`src/rtl/rde_pkg.sv`:
```
// Shared types and constants of the rectangle draw engine.
`timescale 1ns / 1ps

package rde_pkg;

  localparam int LINE_W          = 13;
  localparam int CFG_DATA_W      = 32;
  localparam int OUT_ADDR_W      = 32;
  localparam int BYTES_PER_PIXEL = 3;
  localparam logic [LINE_W-1:0] LINE_PIXELS_RST = 13'd1280;

  typedef enum logic {
    CFG_FRAME_BASE  = 1'b0,
    CFG_LINE_PIXELS = 1'b1
  } cfg_reg_e;

  typedef enum logic {
    FUNC_START   = 1'b0,
    FUNC_ADVANCE = 1'b1
  } func_e;

  typedef struct packed {
    logic [7:0] red;
    logic [7:0] green;
    logic [7:0] blue;
  } color_t;

  // Classification of one request as it travels from front to back.
  typedef struct packed {
    logic   is_start;
    logic   outline;
    color_t color;
  } cmd_hdr_t;

endpackage

```
`src/rtl/rde_if.sv`:
```
// Handshake channels of the rectangle draw engine: requests, pixel writes, configuration.
`timescale 1ns / 1ps

interface rde_req_if #(parameter int COORD_BITS = 12) ();
  logic                  valid;
  logic                  ready;
  rde_pkg::func_e        func;
  logic [COORD_BITS-1:0] x_pos;
  logic [COORD_BITS-1:0] y_pos;
  logic [COORD_BITS:0]   width;
  logic [COORD_BITS:0]   height;
  logic [7:0]            red;
  logic [7:0]            green;
  logic [7:0]            blue;
  logic                  outline;

  modport source (output valid, func, x_pos, y_pos, width, height, red, green, blue, outline,
                  input ready);
  modport sink   (input valid, func, x_pos, y_pos, width, height, red, green, blue, outline,
                  output ready);
endinterface

interface rde_res_if ();
  logic                              valid;
  logic                              ready;
  logic [rde_pkg::OUT_ADDR_W-1:0]    byte_address;
  logic [7:0]                        out_blue;
  logic [7:0]                        out_green;
  logic [7:0]                        out_red;
  logic                              last_pixel;

  modport source (output valid, byte_address, out_blue, out_green, out_red, last_pixel,
                  input ready);
  modport sink   (input valid, byte_address, out_blue, out_green, out_red, last_pixel,
                  output ready);
endinterface

interface rde_cfg_if ();
  logic                              valid;
  logic                              ready;
  rde_pkg::cfg_reg_e                 index;
  logic [rde_pkg::CFG_DATA_W-1:0]    data;

  modport source (output valid, index, data, input ready);
  modport sink   (input valid, index, data, output ready);
endinterface

```
`src/rtl/rde_front.sv`:
```
// Front end: configuration registers and the start address pipeline.
`timescale 1ns / 1ps

module rde_front #(
  parameter int COORD_BITS = 12,
  parameter int ADDR_BITS  = 32
) (
  input  logic                          clk_i,
  input  logic                          rst_ni,
  rde_req_if.sink                       req_i,
  rde_cfg_if.sink                       cfg_i,
  output logic                          cmd_valid_o,
  input  logic                          cmd_ready_i,
  output rde_pkg::cmd_hdr_t             hdr_o,
  output logic [ADDR_BITS-1:0]          addr_o,
  output logic [COORD_BITS:0]           w_o,
  output logic [COORD_BITS:0]           h_o,
  output logic [rde_pkg::LINE_W+1:0]    row_step_o
);

  localparam int SZ_W   = COORD_BITS + 1;
  localparam int STEP_W = rde_pkg::LINE_W + 2;
  localparam int PROD_W = COORD_BITS + STEP_W;
  localparam int X3_W   = COORD_BITS + 2;
  localparam logic [STEP_W-1:0] STEP_RST =
      STEP_W'(rde_pkg::BYTES_PER_PIXEL * int'(rde_pkg::LINE_PIXELS_RST));

  logic [rde_pkg::CFG_DATA_W-1:0] base_q;
  logic [STEP_W-1:0]              step_q;
  logic [rde_pkg::LINE_W-1:0]     line_wr;

  logic                           s1_v_q;
  rde_pkg::cmd_hdr_t              s1_hdr_q;
  logic [PROD_W-1:0]              s1_prod_q;
  logic [X3_W-1:0]                s1_x3_q;
  logic [SZ_W-1:0]                s1_w_q, s1_h_q;

  logic                           s2_v_q;
  rde_pkg::cmd_hdr_t              s2_hdr_q;
  logic [ADDR_BITS-1:0]           s2_addr_q;
  logic [SZ_W-1:0]                s2_w_q, s2_h_q;

  logic                           s1_adv, s2_adv;

  assign cfg_i.ready = 1'b1;
  assign line_wr     = cfg_i.data[rde_pkg::LINE_W-1:0];

  // Keep the line length as bytes from one scan line to the next
  always_ff @(posedge clk_i or negedge rst_ni) begin
    if (!rst_ni) begin
      base_q <= '0;
      step_q <= STEP_RST;
    end else if (cfg_i.valid) begin
      unique case (cfg_i.index)
        rde_pkg::CFG_FRAME_BASE:  base_q <= cfg_i.data;
        rde_pkg::CFG_LINE_PIXELS: step_q <= {1'b0, line_wr, 1'b0} + {2'b00, line_wr};
        default:                  base_q <= base_q;
      endcase
    end
  end

  assign row_step_o = step_q;

  assign s2_adv      = !s2_v_q || cmd_ready_i;
  assign s1_adv      = !s1_v_q || s2_adv;
  assign req_i.ready = s1_adv;

  always_ff @(posedge clk_i or negedge rst_ni) begin
    if (!rst_ni) begin
      s1_v_q <= 1'b0;
      s2_v_q <= 1'b0;
    end else begin
      if (s1_adv) s1_v_q <= req_i.valid;
      if (s2_adv) s2_v_q <= s1_v_q;
    end
  end

  // Stage one: row offset multiply, column offset in parallel
  always_ff @(posedge clk_i) begin
    if (s1_adv) begin
      s1_hdr_q.is_start    <= (req_i.func == rde_pkg::FUNC_START);
      s1_hdr_q.outline     <= req_i.outline;
      s1_hdr_q.color.red   <= req_i.red;
      s1_hdr_q.color.green <= req_i.green;
      s1_hdr_q.color.blue  <= req_i.blue;
      s1_prod_q <= PROD_W'(req_i.y_pos) * PROD_W'(step_q);
      s1_x3_q   <= {1'b0, req_i.x_pos, 1'b0} + {2'b00, req_i.x_pos};
      s1_w_q    <= req_i.width;
      s1_h_q    <= req_i.height;
    end
  end

  // Stage two: add the frame base, wrap at the address width
  always_ff @(posedge clk_i) begin
    if (s2_adv) begin
      s2_hdr_q  <= s1_hdr_q;
      s2_addr_q <= ADDR_BITS'(base_q) + ADDR_BITS'(s1_prod_q) + ADDR_BITS'(s1_x3_q);
      s2_w_q    <= s1_w_q;
      s2_h_q    <= s1_h_q;
    end
  end

  assign cmd_valid_o = s2_v_q;
  assign hdr_o       = s2_hdr_q;
  assign addr_o      = s2_addr_q;
  assign w_o         = s2_w_q;
  assign h_o         = s2_h_q;

endmodule

```
`src/rtl/rde_fifo.sv`:
```
// Short first-in first-out queue between front and back.
`timescale 1ns / 1ps

module rde_fifo #(
  parameter int WIDTH = 8,
  parameter int DEPTH = 4
) (
  input  logic             clk_i,
  input  logic             rst_ni,
  input  logic             wr_valid_i,
  output logic             wr_ready_o,
  input  logic [WIDTH-1:0] wr_data_i,
  output logic             rd_valid_o,
  input  logic             rd_ready_i,
  output logic [WIDTH-1:0] rd_data_o
);

  localparam int PTR_W = (DEPTH > 1) ? $clog2(DEPTH) : 1;
  localparam int CNT_W = $clog2(DEPTH + 1);
  localparam logic [PTR_W-1:0] PTR_LAST = PTR_W'(DEPTH - 1);
  localparam logic [CNT_W-1:0] CNT_FULL = CNT_W'(DEPTH);

  logic [WIDTH-1:0] mem_q [DEPTH];
  logic [PTR_W-1:0] wr_ptr_q, rd_ptr_q;
  logic [CNT_W-1:0] cnt_q;
  logic             push, pop;

  assign wr_ready_o = (cnt_q != CNT_FULL);
  assign rd_valid_o = (cnt_q != '0);
  assign rd_data_o  = mem_q[rd_ptr_q];
  assign push       = wr_valid_i && wr_ready_o;
  assign pop        = rd_valid_o && rd_ready_i;

  always_ff @(posedge clk_i or negedge rst_ni) begin
    if (!rst_ni) begin
      wr_ptr_q <= '0;
      rd_ptr_q <= '0;
      cnt_q    <= '0;
    end else begin
      if (push) wr_ptr_q <= (wr_ptr_q == PTR_LAST) ? '0 : wr_ptr_q + PTR_W'(1);
      if (pop)  rd_ptr_q <= (rd_ptr_q == PTR_LAST) ? '0 : rd_ptr_q + PTR_W'(1);
      if (push && !pop)      cnt_q <= cnt_q + CNT_W'(1);
      else if (pop && !push) cnt_q <= cnt_q - CNT_W'(1);
    end
  end

  always_ff @(posedge clk_i) begin
    if (push) mem_q[wr_ptr_q] <= wr_data_i;
  end

endmodule

```
`src/rtl/rde_back.sv`:
```
// Back end: rectangle walker and registered pixel write output.
`timescale 1ns / 1ps

module rde_back #(
  parameter int COORD_BITS = 12,
  parameter int ADDR_BITS  = 32
) (
  input  logic                          clk_i,
  input  logic                          rst_ni,
  input  logic                          cmd_valid_i,
  output logic                          cmd_ready_o,
  input  rde_pkg::cmd_hdr_t             hdr_i,
  input  logic [ADDR_BITS-1:0]          addr_i,
  input  logic [COORD_BITS:0]           w_i,
  input  logic [COORD_BITS:0]           h_i,
  input  logic [rde_pkg::LINE_W+1:0]    row_step_i,
  rde_res_if.source                     res_o
);

  localparam int SZ_W = COORD_BITS + 1;

  logic                   busy_q;
  logic [SZ_W-1:0]        row_q, col_q, w_last_q, h_last_q;
  logic [ADDR_BITS-1:0]   pix_q, row_addr_q;
  rde_pkg::color_t        color_q;
  logic                   border_q;

  logic                   out_v_q;
  logic [rde_pkg::OUT_ADDR_W-1:0] out_addr_q;
  rde_pkg::color_t        out_color_q;
  logic                   out_last_q;

  logic                   out_free, take_start, take_pix;
  logic                   last_col, last_row, edge_px;
  logic [ADDR_BITS-1:0]   row_next;
  rde_pkg::color_t        pix_color;

  assign out_free    = !out_v_q || res_o.ready;
  assign take_start  = cmd_valid_i && hdr_i.is_start;
  assign take_pix    = cmd_valid_i && !hdr_i.is_start && busy_q && out_free;
  // Advances while idle are dropped at once
  assign cmd_ready_o = hdr_i.is_start || !busy_q || out_free;

  assign last_col  = (col_q == w_last_q);
  assign last_row  = (row_q == h_last_q);
  assign edge_px   = (row_q == '0) || last_row || (col_q == '0) || last_col;
  assign pix_color = (!border_q || edge_px) ? color_q : '0;
  assign row_next  = row_addr_q + ADDR_BITS'(row_step_i);

  always_ff @(posedge clk_i or negedge rst_ni) begin
    if (!rst_ni) begin
      busy_q     <= 1'b0;
      row_q      <= '0;
      col_q      <= '0;
      w_last_q   <= '0;
      h_last_q   <= '0;
      pix_q      <= '0;
      row_addr_q <= '0;
      color_q    <= '0;
      border_q   <= 1'b0;
    end else if (take_start) begin
      busy_q     <= (w_i != '0) && (h_i != '0);
      row_q      <= '0;
      col_q      <= '0;
      w_last_q   <= w_i - SZ_W'(1);
      h_last_q   <= h_i - SZ_W'(1);
      pix_q      <= addr_i;
      row_addr_q <= addr_i;
      color_q    <= hdr_i.color;
      border_q   <= hdr_i.outline;
    end else if (take_pix) begin
      if (last_col) begin
        col_q <= '0;
        if (last_row) begin
          busy_q <= 1'b0;
          row_q  <= '0;
        end else begin
          row_q      <= row_q + SZ_W'(1);
          row_addr_q <= row_next;
          pix_q      <= row_next;
        end
      end else begin
        col_q <= col_q + SZ_W'(1);
        pix_q <= pix_q + ADDR_BITS'(rde_pkg::BYTES_PER_PIXEL);
      end
    end
  end

  always_ff @(posedge clk_i or negedge rst_ni) begin
    if (!rst_ni) begin
      out_v_q <= 1'b0;
    end else if (take_pix) begin
      out_v_q <= 1'b1;
    end else if (res_o.ready) begin
      out_v_q <= 1'b0;
    end
  end

  always_ff @(posedge clk_i) begin
    if (take_pix) begin
      out_addr_q  <= rde_pkg::OUT_ADDR_W'(pix_q);
      out_color_q <= pix_color;
      out_last_q  <= last_col && last_row;
    end
  end

  assign res_o.valid        = out_v_q;
  assign res_o.byte_address = out_addr_q;
  assign res_o.out_blue     = out_color_q.blue;
  assign res_o.out_green    = out_color_q.green;
  assign res_o.out_red      = out_color_q.red;
  assign res_o.last_pixel   = out_last_q;

endmodule

```
`src/rtl/rectangle_draw_engine.sv`:
```
// Top level of the rectangle draw engine: front, command queue and back.
`timescale 1ns / 1ps

// A start request latches a rectangle and its colour and gives no pixel write;
// each later advance request gives one pixel write in row-major order, until the
// write flagged last_pixel. Requests and pixel writes both move at one per clock
// cycle while the pixel output is not held; the walker's column and row counters
// and its two address adders step one pixel at a time, and the start address (one
// multiply stage, one add stage) is pipelined ahead of it. A request passes both
// front stages and the command queue before the output register; the command queue
// lets the front keep taking requests while the pixel output is held.
module rectangle_draw_engine #(
  parameter int COORD_BITS  = 12,
  parameter int ADDR_BITS   = 32,
  parameter int QUEUE_DEPTH = 4
) (
  input  logic       clk_i,
  input  logic       rst_ni,
  rde_req_if.sink    req_i,
  rde_res_if.source  res_o,
  rde_cfg_if.sink    cfg_i
);

  localparam int SZ_W   = COORD_BITS + 1;
  localparam int STEP_W = rde_pkg::LINE_W + 2;
  localparam int CMD_W  = $bits(rde_pkg::cmd_hdr_t) + ADDR_BITS + 2 * SZ_W;

  logic                 f_valid, f_ready;
  rde_pkg::cmd_hdr_t    f_hdr;
  logic [ADDR_BITS-1:0] f_addr;
  logic [SZ_W-1:0]      f_w, f_h;
  logic [STEP_W-1:0]    row_step;

  logic                 q_valid, q_ready;
  logic [CMD_W-1:0]     q_data;
  rde_pkg::cmd_hdr_t    q_hdr;
  logic [ADDR_BITS-1:0] q_addr;
  logic [SZ_W-1:0]      q_w, q_h;

  rde_front #(
    .COORD_BITS (COORD_BITS),
    .ADDR_BITS  (ADDR_BITS)
  ) u_front (
    .clk_i       (clk_i),
    .rst_ni      (rst_ni),
    .req_i       (req_i),
    .cfg_i       (cfg_i),
    .cmd_valid_o (f_valid),
    .cmd_ready_i (f_ready),
    .hdr_o       (f_hdr),
    .addr_o      (f_addr),
    .w_o         (f_w),
    .h_o         (f_h),
    .row_step_o  (row_step)
  );

  rde_fifo #(
    .WIDTH (CMD_W),
    .DEPTH (QUEUE_DEPTH)
  ) u_queue (
    .clk_i      (clk_i),
    .rst_ni     (rst_ni),
    .wr_valid_i (f_valid),
    .wr_ready_o (f_ready),
    .wr_data_i  ({f_hdr, f_addr, f_w, f_h}),
    .rd_valid_o (q_valid),
    .rd_ready_i (q_ready),
    .rd_data_o  (q_data)
  );

  assign {q_hdr, q_addr, q_w, q_h} = q_data;

  rde_back #(
    .COORD_BITS (COORD_BITS),
    .ADDR_BITS  (ADDR_BITS)
  ) u_back (
    .clk_i       (clk_i),
    .rst_ni      (rst_ni),
    .cmd_valid_i (q_valid),
    .cmd_ready_o (q_ready),
    .hdr_i       (q_hdr),
    .addr_i      (q_addr),
    .w_i         (q_w),
    .h_i         (q_h),
    .row_step_i  (row_step),
    .res_o       (res_o)
  );

endmodule

```
`src/flat_wrapper.sv`:
```
// flat-port wrapper written by rule: the top's interface ports become plain ports
module rectangle_draw_engine_flat 
#(
  parameter int COORD_BITS  = 12,
  parameter int ADDR_BITS   = 32,
  parameter int QUEUE_DEPTH = 4
)
  (clk_i, rst_ni, req_i_valid, req_i_func, req_i_x_pos, req_i_y_pos, req_i_width, req_i_height, req_i_red, req_i_green, req_i_blue, req_i_outline, req_i_ready, res_o_valid, res_o_byte_address, res_o_out_blue, res_o_out_green, res_o_out_red, res_o_last_pixel, res_o_ready, cfg_i_valid, cfg_i_index, cfg_i_data, cfg_i_ready);
  rde_req_if #(.COORD_BITS(COORD_BITS)) req_i_i ();
  rde_res_if res_o_i ();
  rde_cfg_if cfg_i_i ();
  input  logic clk_i;
  input  logic rst_ni;
  input wire logic [$bits(req_i_i.valid)-1:0] req_i_valid;
  input wire logic [$bits(req_i_i.func)-1:0] req_i_func;
  input wire logic [$bits(req_i_i.x_pos)-1:0] req_i_x_pos;
  input wire logic [$bits(req_i_i.y_pos)-1:0] req_i_y_pos;
  input wire logic [$bits(req_i_i.width)-1:0] req_i_width;
  input wire logic [$bits(req_i_i.height)-1:0] req_i_height;
  input wire logic [$bits(req_i_i.red)-1:0] req_i_red;
  input wire logic [$bits(req_i_i.green)-1:0] req_i_green;
  input wire logic [$bits(req_i_i.blue)-1:0] req_i_blue;
  input wire logic [$bits(req_i_i.outline)-1:0] req_i_outline;
  output wire logic [$bits(req_i_i.ready)-1:0] req_i_ready;
  output wire logic [$bits(res_o_i.valid)-1:0] res_o_valid;
  output wire logic [$bits(res_o_i.byte_address)-1:0] res_o_byte_address;
  output wire logic [$bits(res_o_i.out_blue)-1:0] res_o_out_blue;
  output wire logic [$bits(res_o_i.out_green)-1:0] res_o_out_green;
  output wire logic [$bits(res_o_i.out_red)-1:0] res_o_out_red;
  output wire logic [$bits(res_o_i.last_pixel)-1:0] res_o_last_pixel;
  input wire logic [$bits(res_o_i.ready)-1:0] res_o_ready;
  input wire logic [$bits(cfg_i_i.valid)-1:0] cfg_i_valid;
  input wire logic [$bits(cfg_i_i.index)-1:0] cfg_i_index;
  input wire logic [$bits(cfg_i_i.data)-1:0] cfg_i_data;
  output wire logic [$bits(cfg_i_i.ready)-1:0] cfg_i_ready;
  assign req_i_i.valid = req_i_valid;
  assign req_i_i.func = req_i_func;
  assign req_i_i.x_pos = req_i_x_pos;
  assign req_i_i.y_pos = req_i_y_pos;
  assign req_i_i.width = req_i_width;
  assign req_i_i.height = req_i_height;
  assign req_i_i.red = req_i_red;
  assign req_i_i.green = req_i_green;
  assign req_i_i.blue = req_i_blue;
  assign req_i_i.outline = req_i_outline;
  assign req_i_ready = req_i_i.ready;
  assign res_o_valid = res_o_i.valid;
  assign res_o_byte_address = res_o_i.byte_address;
  assign res_o_out_blue = res_o_i.out_blue;
  assign res_o_out_green = res_o_i.out_green;
  assign res_o_out_red = res_o_i.out_red;
  assign res_o_last_pixel = res_o_i.last_pixel;
  assign res_o_i.ready = res_o_ready;
  assign cfg_i_i.valid = cfg_i_valid;
  assign cfg_i_i.index = cfg_i_index;
  assign cfg_i_i.data = cfg_i_data;
  assign cfg_i_ready = cfg_i_i.ready;
  rectangle_draw_engine #(.COORD_BITS(COORD_BITS), .ADDR_BITS(ADDR_BITS), .QUEUE_DEPTH(QUEUE_DEPTH)) u_core (.clk_i(clk_i), .rst_ni(rst_ni), .req_i(req_i_i), .res_o(res_o_i), .cfg_i(cfg_i_i));
endmodule
```
`config.mk`:
```
export PLATFORM = sky130hd
export DESIGN_NAME = rectangle_draw_engine_flat
export DESIGN_NICKNAME = d
export VERILOG_FILES = /design/src/rtl/rde_pkg.sv /design/src/rtl/rde_if.sv /design/src/rtl/rde_front.sv /design/src/rtl/rde_fifo.sv /design/src/rtl/rde_back.sv /design/src/rtl/rectangle_draw_engine.sv /design/src/flat_wrapper.sv
export SDC_FILE = /design/constraint.sdc
export NUM_CORES = 1
export LEC_CHECK = 0
export ABC_AREA = 1
export BUFFER_PORTS_ARGS = -buffer_cell sky130_fd_sc_hd__buf_4
export CORE_ASPECT_RATIO = 0.75
export CORE_MARGIN = 3
export CORE_UTILIZATION = 65
export CTS_CLUSTER_SIZE = 20
export DETAILED_ROUTE_END_ITERATION = 10
export GPL_TIMING_DRIVEN = 0
export PLACE_DENSITY = 0.82
export SLEW_MARGIN = 10
export SYNTH_ARGS = -nofsm -noshare
export SYNTH_HDL_FRONTEND = slang
export SYNTH_HIERARCHICAL = 1
export SYNTH_SLANG_ARGS = --single-unit
```
`constraint.sdc`:
```
create_clock -name clk_i -period 14.5 [get_ports clk_i]
set_clock_uncertainty 0.1 [all_clocks]
set_input_delay 3.625 -clock clk_i [delete_from_list [all_inputs] [get_ports clk_i]]
set_output_delay 3.625 -clock clk_i [all_outputs]
set_load 0.05 [all_outputs]
```
==> results.py <==
metrics = {
    "sta": {
        "tns_ns": 0,
        "setup_viol": 0,
        "hold_viol": 0,
        "period_share_pct": 58.8,
        "finalCriticalPeriod_ns": 8.53,
        "slew_headroom_pct": 36.0,
        "tightest_slew_ns": 0.960,
        "rsz0062_at_grt": "no",
        "drv_slew": 0,
        "max_freq_ghz": 0.117,
    },
    "global_route": {
        "grt_overflow": 0,
        "gr-usage-met2_pct": 47.7,
        "grtUsageMet3_pct": 11.2,
        "grt_max_degree": 76,
        "antenna_found_initial": 3,
        "grt_use_total_pct": 34.2,
        "grt_pass1_vias": 31700,
        "met1_usage_pct": 52.6,
        "grt_pass1_wl_um": 184000,
        "top_usage_layer": "met1",
    },
    "logic_synthesis": {
        "synth_edf_count": 570,
        "ys_top_cells_by_area": "edfxtp_1 39%, nand2_1 12%, dfrtp_1 11%",
        "yosys_most_used_dff": "edfxtp_1",
        "synthCells": 4559,
        "yosysTopAreaCellShare_pct": 39.4,
        "synth_seq_cells": 769,
        "yosysWarnings": 6,
        "ys_types": 60,
        "synth_area_per_cell_um2": 9.52,
        "ys_seq_area_share_pct": 50.9,
        "synth_nets": 4982,
        "ys_top_cells_by_count": "1357 x nand2_1, 777 x inv_1, 570 x edfxtp_1",
        "synthArstFlopShare_pct": 25.9,
        "synth_most_common_cell": "nand2_1",
        "yosysTopAreaCell": "edfxtp_1",
        "synth_area_mm2": 0.0434,
    },
    "worst_setup_path": {
        "startpoint_type": "primary input",
        "rr_startpoint": "u_core/u_front/row_step_o[11]",
        "criticalPathCategory": "in2reg",
        "rr_worst_depth": 17,
        "crit_arrival_ns": 8.75,
        "r2r_setup_slack_ns": 8.55,
        "worstPathRequired_ns": 14.72,
        "cp-startpoint": "req_i_y_pos[6]",
        "critPathMaxFanout": 10,
        "endpoint_kind": "flop",
        "endpoint": "u_core/u_front/s1_prod_q[24]",
        "r2r_end": "u_core/u_front/s1_prod_q[23]",
    },
    "clocking": {
        "holdBufCountCts": 0,
        "htree_num_levels": 3,
        "post-cts-setup-buffers": 0,
        "clock-sinks": 769,
        "cts_buffers": 74,
        "cts_tree": "built",
        "clockBufferDepth": 3,
        "cts_root_buffer": "clkbuf_16",
        "insertion_delay_ns": 0.65,
        "postCtsResizedCells": 0,
        "cts.clk_slew.worst_paths_ns": 0.06,
    },
    "floorplan": {
        "dieArea_mm2": 0.0700,
        "die_h_um": 230,
        "start_util_pct": 66.1,
        "die_w_um": 304,
        "core_mm2": 0.0657,
        "num_rows": 81,
        "io-pin-count": 174,
    },
    "job": {
        "drv_cap": 0,
    },
    "place": {
        "dp.final_hpwl_um": 88900,
        "gpl.final_weighted_congestion": 0.985,
        "portBuffers": 172,
    },
    "routing": {
        "drc": 0,
        "firstDrtPassIters": 9,
        "wl_per_cell_um": 20.8,
        "viasPerCell": 5.77,
        "drt_iter0_markers": 4304,
        "vias": 33300,
        "antenna_left": 0,
        "wl_um": 120000,
    },
    "layout": {
        "layout-drive-gt1-share_pct": 11.4,
        "area_growth_pct": 12.1,
        "nets": 5246,
    },
    "worst_hold_path": {
        "hold_class": "reg2reg",
    },
    "outcome": {
        "status": "complete, no violations",
    },
}
-- logic make-up (layout without fill, tap and decap cells) --
logic type / Yosys count / in the layout / share of synthesized area [%]
buf+inv: 924 / 1250 / 8.94
mux: 23 / 23 / 0.597
xor+xnor: 97 / 97 / 1.96
simple gates: 1986 / 1986 / 18.8
fa+ha+maj: 309 / 309 / 11.5
compound gates: 450 / 450 / 7.32
flops: 769 / 769 / 50.9
other cells: 1 / 4 / 0.00864
-- registers in the layout, summed over array words and instances (netlist names), 3 cells and up --
signal                            flops
u_core/u_queue/cnt_q                  3
u_core/u_front/base_q                32
u_core/u_back/col_q                  13
u_core/u_front/h_o                   13
u_core/u_front/s1_w_q                13
u_core/u_back/row_addr_q             32
u_core/u_queue/mem_q                336
u_core/u_back/res_o.byte_address     32
u_core/u_back/row_q                  13
u_core/u_back/res_o.out_blue          8
u_core/u_front/row_step_o            15
u_core/u_front/s1_h_q                13
u_core/u_front/hdr_o                 26
u_core/u_back/pix_q                  32
u_core/u_back/res_o.out_green         8
u_core/u_front/s1_prod_q             27
u_core/u_front/s1_hdr_q              26
u_core/u_back/w_last_q               13
u_core/u_back/h_last_q               13
u_core/u_back/res_o.out_red           8
u_core/u_front/addr_o                32
u_core/u_front/s1_x3_q               14
u_core/u_back/color_q                24
u_core/u_front/w_o                   13
-- worst min path at each step --
stage / cells after the start / end / startpoint / slack, ns
after detailed placement: 0 / u_core/u_front/h_o[2] / u_core/u_front/s1_h_q[2] / 0.30
after global placement: 0 / u_core/u_front/hdr_o[17] / u_core/u_front/s1_hdr_q[17] / 0.30
after floorplan: 0 / u_core/u_front/h_o[0] / u_core/u_front/s1_h_q[0] / 0.30
after CTS: 0 / u_core/u_front/w_o[10] / u_core/u_front/s1_w_q[10] / 0.31
final: 0 / u_core/u_front/w_o[10] / u_core/u_front/s1_w_q[10] / 0.31
after global routing: 0 / u_core/u_front/w_o[10] / u_core/u_front/s1_w_q[10] / 0.31
-- area by class of cell --
cell class | count | area, µm²
fillers | 4585 | 17000
clock inverters | 40 | 439
multi-input cells | 2866 | 17500
inverters | 790 | 2980
repair buffers | 188 | 1660
flip-flops and latches | 769 | 22100
clock buffers | 98 | 2020
well taps | 871 | 1090
plain buffers | 134 | 910
diodes | 3 | 7.51
-- stage by stage --
| stage | instance area [µm²] | cells | hold WS (ns) | utilization [%] | setup slack [ns] |
|---|---|---|---|---|---|
| floorplan | 43400 | 4559 | 0.300 | - | 6.55 |
| global placement | 45800 | 5602 | 0.301 | 69.7 | 5.29 |
| detailed placement | 46200 | 5618 | 0.305 | 70.4 | 5.48 |
| CTS | 48700 | 5756 | 0.310 | 74.1 | 6.15 |
| global route | 48700 | 5757 | 0.312 | 74.1 | 5.80 |
| finish | 48700 | 5759 | 0.314 | 74.1 | 5.97 |
-- routing by layer --
| layer | up-vias | share of wire [%] |
|---|---|---|
| li1 | 15200 | - |
| met1 | 15900 | 43 |
| met2 | 1949 | 42 |
| met3 | 167 | 14 |
| met4 | 2 | 1.7 |
| met5 | - | 0.011 |
-- worst max-delay path: stages --
cell	delay, ns
buf_4	0.14
clkbuf_1	0.55
nand2_1	0.17
fa_1	0.55
inv_1	0.06
fa_1	0.56
fa_1	0.43
fa_1	0.49
inv_1	0.05
fa_1	0.60
inv_1	0.07
ha_1	0.39
a21oi_1	0.33
o21a_1	0.24
nand2_1	0.07
nand2_1	0.09
nand3_1	0.07
nand2_1	0.06
nand2_1	0.19
-- placed cells by master, fill, tap and decap left out, drive strengths merged, types with 11 or more instances in the layout --
cell type	instances
a31oi	11
o21ai	109
nor3	50
fa	149
ha	160
nand4	46
nor2	289
edfxtp	570
clkbuf	147
nand2	1374
clkinv	28
dfrtp	195
xor2	68
or2	11
inv	793
mux2	23
buf	273
xnor2	29
o211ai	172
a21oi	119
nand3	198
Power is not shown: default switching activity piles up to over one toggle a cycle in this logic, so the estimate is an artifact.
